<file path="config.mk">
export PLATFORM = sky130hd
export DESIGN_NAME = ansi_cell_stream_encoder_flat
export DESIGN_NICKNAME = d
export VERILOG_FILES = /design/src/hw/rtl/ace_pkg.sv /design/src/hw/rtl/ace_if.sv /design/src/hw/rtl/ace_byte_seq.sv /design/src/hw/rtl/ansi_cell_stream_encoder.sv /design/src/flat_wrapper.sv
export SDC_FILE = /design/constraint.sdc
export NUM_CORES = 1
export LEC_CHECK = 0
export BUFFER_PORTS_ARGS = -buffer_cell sky130_fd_sc_hd__buf_4
export CELL_PAD_IN_SITES_DETAIL_PLACEMENT = 0
export CELL_PAD_IN_SITES_GLOBAL_PLACEMENT = 1
export CORE_MARGIN = 4
export CORE_UTILIZATION = 48
export DETAILED_ROUTE_END_ITERATION = 8
export GPL_TIMING_DRIVEN = 0
export PLACE_DENSITY_LB_ADDON = 0.1
export RECOVER_POWER = 50
export SYNTH_ARGS = -nofsm -noshare
export SYNTH_HDL_FRONTEND = slang
export SYNTH_SLANG_ARGS = --single-unit
</file>
<file path="constraint.sdc">
create_clock -name clk_i -period 7.1 [get_ports clk_i]
set_clock_uncertainty 0.1 [all_clocks]
set_input_delay 1.775 -clock clk_i [delete_from_list [all_inputs] [get_ports clk_i]]
set_output_delay 1.775 -clock clk_i [all_outputs]
set_load 0.1 [all_outputs]
</file>
<file path="src/hw/rtl/ace_pkg.sv">
`timescale 1ns / 1ps
// ----------------------------------------------------------------------------
// ace_pkg
// Shared types and constants of the ANSI cell stream encoder.
// ----------------------------------------------------------------------------
package ace_pkg;

  // field widths
  localparam int unsigned CodeW = 7;
  localparam int unsigned ByteW = 8;

  // fixed bytes of the terminal stream
  localparam logic [ByteW-1:0] EscByte    = 8'h1B;
  localparam logic [ByteW-1:0] LbrByte    = 8'h5B;  // '['
  localparam logic [ByteW-1:0] HomeByte   = 8'h48;  // 'H'
  localparam logic [ByteW-1:0] SgrEndByte = 8'h6D;  // 'm'
  localparam logic [ByteW-1:0] SepByte    = 8'h3B;  // ';'
  localparam logic [ByteW-1:0] BgPrefByte = 8'h34;  // '4'
  localparam logic [ByteW-1:0] ZeroByte   = 8'h30;  // '0'
  localparam logic [ByteW-1:0] UtfLead    = 8'hE2;
  localparam logic [ByteW-1:0] UtfSecond  = 8'h96;
  localparam logic [ByteW-1:0] GlyphLight = 8'h91;
  localparam logic [ByteW-1:0] GlyphMed   = 8'h92;
  localparam logic [ByteW-1:0] GlyphDark  = 8'h93;
  localparam logic [ByteW-1:0] GlyphFull  = 8'h88;

  // byte slots of one cell, in stream order
  localparam int unsigned NumSlots = 17;
  localparam int unsigned SlotW    = 5;
  localparam logic [SlotW-1:0] SLOT_HOME_ESC = 5'd0;
  localparam logic [SlotW-1:0] SLOT_HOME_LBR = 5'd1;
  localparam logic [SlotW-1:0] SLOT_HOME_H   = 5'd2;
  localparam logic [SlotW-1:0] SLOT_RST_ESC  = 5'd3;
  localparam logic [SlotW-1:0] SLOT_RST_LBR  = 5'd4;
  localparam logic [SlotW-1:0] SLOT_RST_M    = 5'd5;
  localparam logic [SlotW-1:0] SLOT_SGR_ESC  = 5'd6;
  localparam logic [SlotW-1:0] SLOT_SGR_LBR  = 5'd7;
  localparam logic [SlotW-1:0] SLOT_FG_HI    = 5'd8;
  localparam logic [SlotW-1:0] SLOT_FG_LO    = 5'd9;
  localparam logic [SlotW-1:0] SLOT_SEP      = 5'd10;
  localparam logic [SlotW-1:0] SLOT_BG_PREF  = 5'd11;
  localparam logic [SlotW-1:0] SLOT_BG_LO    = 5'd12;
  localparam logic [SlotW-1:0] SLOT_SGR_M    = 5'd13;
  localparam logic [SlotW-1:0] SLOT_UTF_LEAD = 5'd14;
  localparam logic [SlotW-1:0] SLOT_UTF_2ND  = 5'd15;
  localparam logic [SlotW-1:0] SLOT_CHAR     = 5'd16;

  // everything the byte sequencer needs for one cell
  typedef struct packed {
    logic [NumSlots-1:0] mask;
    logic [ByteW-1:0]    fg_hi;
    logic [ByteW-1:0]    fg_lo;
    logic [ByteW-1:0]    bg_lo;
    logic [ByteW-1:0]    char_byte;
  } cell_plan_t;

endpackage

</file>
<file path="src/hw/rtl/ace_if.sv">
`timescale 1ns / 1ps
// ----------------------------------------------------------------------------
// ace_cell_if / ace_byte_if
// Valid/ready channels for screen cells in and stream bytes out.
// ----------------------------------------------------------------------------
interface ace_cell_if;
  logic       valid;
  logic       ready;
  logic       frame_start;
  logic       row_start;
  logic [6:0] fg_code;
  logic [6:0] bg_code;
  logic [7:0] char_code;

  modport source (output valid, frame_start, row_start, fg_code, bg_code, char_code,
                  input ready);
  modport sink (input valid, frame_start, row_start, fg_code, bg_code, char_code,
                output ready);
endinterface

interface ace_byte_if;
  logic       valid;
  logic       ready;
  logic [7:0] out_byte;
  logic       last;

  modport source (output valid, out_byte, last, input ready);
  modport sink (input valid, out_byte, last, output ready);
endinterface

</file>
<file path="src/hw/rtl/ace_byte_seq.sv">
`timescale 1ns / 1ps
// ----------------------------------------------------------------------------
// ace_byte_seq
// Walks the enabled byte slots of one cell plan, one byte per cycle while the
// output is not stalled, into a registered output stage.
// ----------------------------------------------------------------------------
module ace_byte_seq import ace_pkg::*; (
  input  logic         clk_i,
  input  logic         rst_ni,
  input  logic         plan_valid_i,
  input  cell_plan_t   plan_i,
  output logic         plan_ready_o,
  ace_byte_if.source   byte_o
);

  logic [NumSlots-1:0] mask_q, mask_d;
  logic [ByteW-1:0]    fg_hi_q, fg_lo_q, bg_lo_q, char_q;
  logic                out_valid_q;
  logic [ByteW-1:0]    out_byte_q, out_byte_d;
  logic                out_last_q;

  logic [NumSlots-1:0] first_bit;
  logic [NumSlots-1:0] rest;
  logic [SlotW-1:0]    slot;
  logic                out_load;
  logic                plan_load;

  // lowest pending slot goes next
  assign first_bit = mask_q & (~mask_q + NumSlots'(1));
  assign rest      = mask_q & ~first_bit;

  always_comb begin
    slot = '0;
    for (int i = 0; i < NumSlots; i++) begin
      if (first_bit[i]) slot = SlotW'(i);
    end
  end

  // byte for the selected slot
  always_comb begin
    unique case (slot)
      SLOT_HOME_ESC, SLOT_RST_ESC, SLOT_SGR_ESC: out_byte_d = EscByte;
      SLOT_HOME_LBR, SLOT_RST_LBR, SLOT_SGR_LBR: out_byte_d = LbrByte;
      SLOT_HOME_H:                               out_byte_d = HomeByte;
      SLOT_RST_M, SLOT_SGR_M:                    out_byte_d = SgrEndByte;
      SLOT_FG_HI:                                out_byte_d = fg_hi_q;
      SLOT_FG_LO:                                out_byte_d = fg_lo_q;
      SLOT_SEP:                                  out_byte_d = SepByte;
      SLOT_BG_PREF:                              out_byte_d = BgPrefByte;
      SLOT_BG_LO:                                out_byte_d = bg_lo_q;
      SLOT_UTF_LEAD:                             out_byte_d = UtfLead;
      SLOT_UTF_2ND:                              out_byte_d = UtfSecond;
      SLOT_CHAR:                                 out_byte_d = char_q;
      default:                                   out_byte_d = char_q;
    endcase
  end

  // output stage takes a byte when empty or being drained
  assign out_load     = (|mask_q) && (!out_valid_q || byte_o.ready);
  assign plan_ready_o = (mask_q == '0) || (out_load && (rest == '0));
  assign plan_load    = plan_valid_i && plan_ready_o;

  always_comb begin
    mask_d = mask_q;
    if (out_load) mask_d = rest;
    if (plan_load) mask_d = plan_i.mask;
  end

  // control state
  always_ff @(posedge clk_i or negedge rst_ni) begin
    if (!rst_ni) begin
      mask_q      <= '0;
      out_valid_q <= 1'b0;
    end else begin
      mask_q <= mask_d;
      if (out_load) begin
        out_valid_q <= 1'b1;
      end else if (byte_o.ready) begin
        out_valid_q <= 1'b0;
      end
    end
  end

  // payload
  always_ff @(posedge clk_i) begin
    if (plan_load) begin
      fg_hi_q <= plan_i.fg_hi;
      fg_lo_q <= plan_i.fg_lo;
      bg_lo_q <= plan_i.bg_lo;
      char_q  <= plan_i.char_byte;
    end
    if (out_load) begin
      out_byte_q <= out_byte_d;
      out_last_q <= (slot == SLOT_CHAR);
    end
  end

  assign byte_o.valid    = out_valid_q;
  assign byte_o.out_byte = out_byte_q;
  assign byte_o.last     = out_last_q;

endmodule

</file>
<file path="src/hw/rtl/ansi_cell_stream_encoder.sv">
`timescale 1ns / 1ps
// ----------------------------------------------------------------------------
// ansi_cell_stream_encoder
// Turns screen cells into an ANSI terminal byte stream.
// ----------------------------------------------------------------------------
// Usage:
//   cell_i takes one screen cell per item (frame/row start flags, fg and bg
//   SGR codes, character byte). byte_o gives the terminal stream one byte per
//   item; last marks the final glyph byte of each cell.
//   A cell produces 1 to 17 bytes: cursor home on frame start, attribute
//   reset on row start, an SGR color sequence when a color changes, then the
//   glyph (shade and block codes expand to three UTF-8 bytes).
//   The cell's byte plan is registered in the sequencer when the cell is
//   accepted; each byte then passes through the output register to byte_o.
//   The sequencer moves one byte per cycle into the output register while
//   byte_o is not stalled; the next cell is accepted in the cycle its
//   predecessor's last byte moves into the output register, so bytes stream
//   without gaps.
//   When byte_o stalls, the output register holds its byte and cell_i drops
//   ready once the current cell's bytes are pending.
//   Reset empties the sequencer and output register and marks both current
//   colors unknown, so the first cell always sends a color sequence.
// ----------------------------------------------------------------------------
module ansi_cell_stream_encoder import ace_pkg::*; (
  input  logic       clk_i,
  input  logic       rst_ni,
  ace_cell_if.sink   cell_i,
  ace_byte_if.source byte_o
);

  logic [CodeW-1:0] cur_fg_q, cur_bg_q;
  logic             fg_known_q, bg_known_q;

  logic             cell_accept;
  logic             plan_ready;
  logic             fg_diff, bg_diff, any_diff, is_glyph;
  logic [14:0]      fg_prod, bg_prod;
  logic [3:0]       fg_tens, bg_tens;
  logic [CodeW-1:0] fg_ones, bg_ones;
  cell_plan_t       plan;

  assign cell_accept  = cell_i.valid && plan_ready;
  assign cell_i.ready = plan_ready;

  // color compare; a row start forgets both colors
  assign fg_diff  = cell_i.row_start || !fg_known_q || (cur_fg_q != cell_i.fg_code);
  assign bg_diff  = cell_i.row_start || !bg_known_q || (cur_bg_q != cell_i.bg_code);
  assign any_diff = fg_diff || bg_diff;

  // divide by ten via reciprocal, exact for 7-bit codes
  assign fg_prod = 15'(cell_i.fg_code) * 15'd205;
  assign bg_prod = 15'(cell_i.bg_code) * 15'd205;
  assign fg_tens = fg_prod[14:11];
  assign bg_tens = bg_prod[14:11];
  assign fg_ones = cell_i.fg_code - (CodeW'(fg_tens) * CodeW'(10));
  assign bg_ones = cell_i.bg_code - (CodeW'(bg_tens) * CodeW'(10));

  // shade and block glyphs
  always_comb begin
    case (cell_i.char_code)
      GlyphLight, GlyphMed, GlyphDark, GlyphFull: is_glyph = 1'b1;
      default:                                     is_glyph = 1'b0;
    endcase
  end

  // byte plan for this cell
  always_comb begin
    plan                      = '0;
    plan.mask[SLOT_HOME_ESC]  = cell_i.frame_start;
    plan.mask[SLOT_HOME_LBR]  = cell_i.frame_start;
    plan.mask[SLOT_HOME_H]    = cell_i.frame_start;
    plan.mask[SLOT_RST_ESC]   = cell_i.row_start;
    plan.mask[SLOT_RST_LBR]   = cell_i.row_start;
    plan.mask[SLOT_RST_M]     = cell_i.row_start;
    plan.mask[SLOT_SGR_ESC]   = any_diff;
    plan.mask[SLOT_SGR_LBR]   = any_diff;
    plan.mask[SLOT_FG_HI]     = fg_diff;
    plan.mask[SLOT_FG_LO]     = fg_diff;
    plan.mask[SLOT_SEP]       = fg_diff && bg_diff;
    plan.mask[SLOT_BG_PREF]   = bg_diff;
    plan.mask[SLOT_BG_LO]     = bg_diff;
    plan.mask[SLOT_SGR_M]     = any_diff;
    plan.mask[SLOT_UTF_LEAD]  = is_glyph;
    plan.mask[SLOT_UTF_2ND]   = is_glyph;
    plan.mask[SLOT_CHAR]      = 1'b1;
    plan.fg_hi                = ZeroByte + ByteW'(fg_tens);
    plan.fg_lo                = ZeroByte + ByteW'(fg_ones);
    plan.bg_lo                = ZeroByte + ByteW'(bg_ones);
    plan.char_byte            = cell_i.char_code;
  end

  // current colors
  always_ff @(posedge clk_i or negedge rst_ni) begin
    if (!rst_ni) begin
      cur_fg_q   <= '0;
      cur_bg_q   <= '0;
      fg_known_q <= 1'b0;
      bg_known_q <= 1'b0;
    end else if (cell_accept) begin
      if (fg_diff) begin
        cur_fg_q   <= cell_i.fg_code;
        fg_known_q <= 1'b1;
      end
      if (bg_diff) begin
        cur_bg_q   <= cell_i.bg_code;
        bg_known_q <= 1'b1;
      end
    end
  end

  // byte sequencer and output register
  ace_byte_seq u_seq (
    .clk_i        (clk_i),
    .rst_ni       (rst_ni),
    .plan_valid_i (cell_i.valid),
    .plan_i       (plan),
    .plan_ready_o (plan_ready),
    .byte_o       (byte_o)
  );

  // after any cell both colors are known and match that cell
  a_colors_tracked: assert property (@(posedge clk_i) disable iff (!rst_ni)
    cell_accept |=> fg_known_q && bg_known_q && (cur_fg_q == $past(cell_i.fg_code))
                    && (cur_bg_q == $past(cell_i.bg_code)))
    else $error("current colors not updated after cell");

  // a cell's bytes come without gaps once draining
  a_no_gap: assert property (@(posedge clk_i) disable iff (!rst_ni)
    byte_o.valid && byte_o.ready && !byte_o.last |=> byte_o.valid)
    else $error("gap inside a cell's byte sequence");

  // no new cell while a non-final byte is stuck in the output register
  a_hold_on_stall: assert property (@(posedge clk_i) disable iff (!rst_ni)
    byte_o.valid && !byte_o.ready && !byte_o.last |-> !cell_i.ready)
    else $error("cell accepted while previous cell unfinished");

endmodule

</file>
<file path="src/flat_wrapper.sv">
// flat-port wrapper written by rule: the top's interface ports become plain ports
module ansi_cell_stream_encoder_flat import ace_pkg::*;
  (clk_i, rst_ni, cell_i_valid, cell_i_frame_start, cell_i_row_start, cell_i_fg_code, cell_i_bg_code, cell_i_char_code, cell_i_ready, byte_o_valid, byte_o_out_byte, byte_o_last, byte_o_ready);
  ace_cell_if cell_i_i ();
  ace_byte_if byte_o_i ();
  input  logic clk_i;
  input  logic rst_ni;
  input wire logic [$bits(cell_i_i.valid)-1:0] cell_i_valid;
  input wire logic [$bits(cell_i_i.frame_start)-1:0] cell_i_frame_start;
  input wire logic [$bits(cell_i_i.row_start)-1:0] cell_i_row_start;
  input wire logic [$bits(cell_i_i.fg_code)-1:0] cell_i_fg_code;
  input wire logic [$bits(cell_i_i.bg_code)-1:0] cell_i_bg_code;
  input wire logic [$bits(cell_i_i.char_code)-1:0] cell_i_char_code;
  output wire logic [$bits(cell_i_i.ready)-1:0] cell_i_ready;
  output wire logic [$bits(byte_o_i.valid)-1:0] byte_o_valid;
  output wire logic [$bits(byte_o_i.out_byte)-1:0] byte_o_out_byte;
  output wire logic [$bits(byte_o_i.last)-1:0] byte_o_last;
  input wire logic [$bits(byte_o_i.ready)-1:0] byte_o_ready;
  assign cell_i_i.valid = cell_i_valid;
  assign cell_i_i.frame_start = cell_i_frame_start;
  assign cell_i_i.row_start = cell_i_row_start;
  assign cell_i_i.fg_code = cell_i_fg_code;
  assign cell_i_i.bg_code = cell_i_bg_code;
  assign cell_i_i.char_code = cell_i_char_code;
  assign cell_i_ready = cell_i_i.ready;
  assign byte_o_valid = byte_o_i.valid;
  assign byte_o_out_byte = byte_o_i.out_byte;
  assign byte_o_last = byte_o_i.last;
  assign byte_o_i.ready = byte_o_ready;
  ansi_cell_stream_encoder u_core (.clk_i(clk_i), .rst_ni(rst_ni), .cell_i(cell_i_i), .byte_o(byte_o_i));
endmodule
</file>
==> out/metrics.cfg <==
[place]
port_buffers = 38
dp_slack_ps = -774.5
gp_congestion = 0.8424
place_hpwl_mm = 9.223
placed_cell_area_mm2 = 0.006190

[routing]
top_layer = met4
drc = 0
ant_nets = 0
dr_total_vias = 4137
via_per_inst = 5.538
met1Wirelength_mm = 5.514
drt_iter0_markers = 154
met3_length_um = 361
routed_wl_mm = 11.87
wl_met2_mm = 5.679
firstDrtPassIters = 5
wl_per_cell_um = 15.89

[global_routing]
gr-total-overflow = 0
grt_pass1_wl_mm = 19.38
grt_usage_pct = 18.12
grt_pass1_vias = 4087
grt_max_degree = 38
grt_antenna_before_repair = 0

[synthesis]
syn-num-nets = 675
synth-main-ff-cell = edfxtp_1
netlist_instances = 545
synth_edf_count = 37
synth_seq_area_share_pct = 34.27
ys_types = 70
synthArstFlopShare_pct = 47.89
syn_avg_cell_area_um2 = 10.51
netlist_area_mm2 = 0.005725
ys_ff_latch = 71
yosys_warnings = 0

[timing]
final_max_slew_viol_count = 35
fmax_mhz = 144.3
min_period_ps = 6931
finalCritPeriodShare_pct = 97.63
setup_slack_ps = 168.6
slew-limit-headroom_pct = -24.30
final_hold_viol_count = 0
worstMarginPinSlew_ps = 1865
finalSetupViolCount = 0
hold_slack_ps = 365.2

[min_path]
hold_start = u_core.fg_known_q
hold_class = register to register
whs_path_depth = 1
whs_endpoint = u_core.fg_known_q

[clocking]
clk_path_buf_depth = 2
clk_pin_slew_ps = 60
cts_hold_repair.buffers = 0
cts_inserted_buffers = 9
cts_tree = yes
htree_levels = 3
cts-root-buf = clkbuf_16
insertion_delay_ps = 330
cts_sinks = 71

[worst_setup_path]
critPathKind = primary input to register
cp_slowest_cell = fa_1
critPathLaunchType = primary input
path_common_cell = ha_1
critPathTopFamily = adder cells
end_kind = register
r2r_end = u_core.u_seq.mask_q[13]
cp_cell_sequence = buf_4 -> ha_1 -> ha_1 -> fa_1 -> inv_1 -> fa_1 -> inv_1 -> ha_1 -> a211oi_2 -> a211oi_4 -> a2111oi_4 -> o21bai_2 -> xnor2_2 -> xor2_1 -> ha_1 -> inv_1 -> fa_1 -> ha_4 -> a21o_1 -> a31oi_1 -> xnor2_1 -> xnor2_1
reg2reg_from = u_core.u_seq.mask_q[0]
cp_slowest_stage_delay_ps = 530
critPathRequiredTime_ps = 7070
reg2reg_slack_ps = 2750
critPathMaxFanout = 7
crit_arrival_ps = 6910
path_buf_inv = 4
r2r_cells = 10

[floorplan]
num_rows = 39
coreArea_mm2 = 0.01156
start_util_pct = 49.51
io_pins = 39
die_h_um = 117.2
die_area_mm2 = 0.01374
die_w_um = 117.2

[cells_and_area]
insertedDiodeCount = 0
layout_commonest_cell = ha_1
drive_gt1_share_pct = 14.90
fillCellCount = 1022
syn2layout_area_growth_pct = 14.60
layout_common_cells = ha_1 (81), inv_1 (70), nand2_1 (48), edfxtp_1 (37), dfrtp_1 (34)
design_area_mm2 = 0.006561
nets = 729

[pwr]
p_leak_uw = 0.003063
power_frac_seq_pct = 23.2
intPower_uw = 1887
power.share.switching_pct = 45.88
p_sw_uw = 1600
ir_worst_vdd_uv = 201.9
clkPwrFrac_pct = 13.6
comb_power_share_pct = 63.2
power_density_mw_per_mm2 = 531.4

[status]
status = finished, violations left
violations = max-capacitance violations, max-slew violations

[job]
drv_cap = 1

[state kept, by name, summed over array words and instances (netlist names), 4 cells and up]
signal and cells:
u_core.u_seq.fg_hi_q 4, u_core.cur_bg_q 7, u_core.u_seq.byte_o.out_byte 8, u_core.u_seq.char_q 8, u_core.cur_fg_q 7, u_core.u_seq.bg_lo_q 8
u_core.u_seq.fg_lo_q 8, u_core.u_seq.mask_q 17
[timing repair]
item                       in CTS  in global routing
gates resized for setup         7                 15
buffers inserted                0                  5
gates cloned                    0                  0
setup endpoints to repair       5                  5
pin swaps                       0                 10
[routing by layer]
| layer | up-vias | track usage, % |
|---|---|---|
| li1 | 2070 | - |
| met1 | 1976 | 23.54 |
| met2 | 70 | 30.20 |
| met3 | 21 | 3.239 |
| met4 | 0 | 6.804 |
| met5 | - | 0 |
[power by group through the flow]
stage               registers [uW]  logic (uW)  clock network [uW]
global placement               810        2110                   0
finish                         807        2200                 475
floorplan                      977        1530                   0
detailed placement             815        2160                   0
global route                   822        2470                 504
CTS                            809        2190                 485
[logic make-up after synthesis]
group | synth area share [%]
fa+ha+maj | 25.00
compound gates | 13.46
flops | 34.27
xor+xnor | 6.512
mux | 2.950
simple gates | 12.00
buf+inv | 5.813
[worst reg2reg max path, cell delays in order, from the launching register on]
cell      delay, ps
dfrtp_1         360
clkbuf_1        180
nor4_1          800
nand4b_2        400
maj3_1          450
o22ai_1         230
nand4_1         220
a41oi_1         610
buf_4           520
o21ai_0         260
nand2_1         140
[layout make-up]
| cell class | instances | area, um^2 | area share, % |
|---|---|---|---|
| clock inverter | 5 | 61.31 | 0.9344 |
| inverter | 70 | 262.8 | 4.005 |
| sequential | 71 | 1962 | 29.90 |
| tap | 143 | 178.9 | 2.727 |
| timing repair buffer | 43 | 262.8 | 4.005 |
| buffer | 13 | 68.82 | 1.049 |
| multi-input combinational | 391 | 3501 | 53.36 |
| clock buffer | 11 | 264.0 | 4.024 |
[how the worst max path moves through the flow]
stage                                  from                      end  slack, ps  cells after the start
final                     cell_i_fg_code[4]  u_core.u_seq.fg_lo_q[6]        170                     22
after global routing      cell_i_fg_code[4]  u_core.u_seq.fg_lo_q[6]        -40                     22
after CTS                 cell_i_fg_code[5]  u_core.u_seq.fg_lo_q[7]          1                     23
after detailed placement  cell_i_fg_code[5]  u_core.u_seq.fg_lo_q[6]       -770                     24
after global placement    cell_i_fg_code[5]  u_core.u_seq.fg_lo_q[7]       -660                     24
after floorplan           cell_i_fg_code[4]  u_core.u_seq.fg_lo_q[7]         30                     21
[cell usage after synthesis, drive strengths merged, types with 3 or more instances]
cell	number	area share, %
dfrtp	34	15
edfxtp	37	19
a211o	3	0.46
fa	18	6.3
o221ai	3	0.46
nand3	9	0.79
a22oi	4	0.52
a211oi	7	0.92
nor3	9	0.87
mux2	14	3.0
nor4	11	1.7
or2	5	0.55
a31oi	7	0.76
inv	70	4.6
nand4	7	0.87
ha	84	18
nand2b	6	0.66
nor2	18	1.2
nand2	48	3.2
o21ai	20	1.7
o31ai	5	0.66
buf	6	0.76
clkbuf	7	0.46
a21o	6	0.79
a21oi	17	1.5
xnor2	23	3.5
a2111oi	4	0.94
xor2	17	2.6
or4	4	0.59
or3	3	0.33
[metrics by stage]
step / cells / utilization (%) / setup TNS [ps] / total power [uW]
floorplan: 545 / - / 0 / 2505
global route: 747 / 56.73 / -78.25 / 3798
finish: 747 / 56.73 / 0 / 3487
global placement: 726 / 53.52 / -2700 / 2922
CTS: 742 / 56.71 / 0 / 3482
detailed placement: 726 / 53.52 / -3326 / 2975
Note: power is estimated with default switching activity, not from simulation.
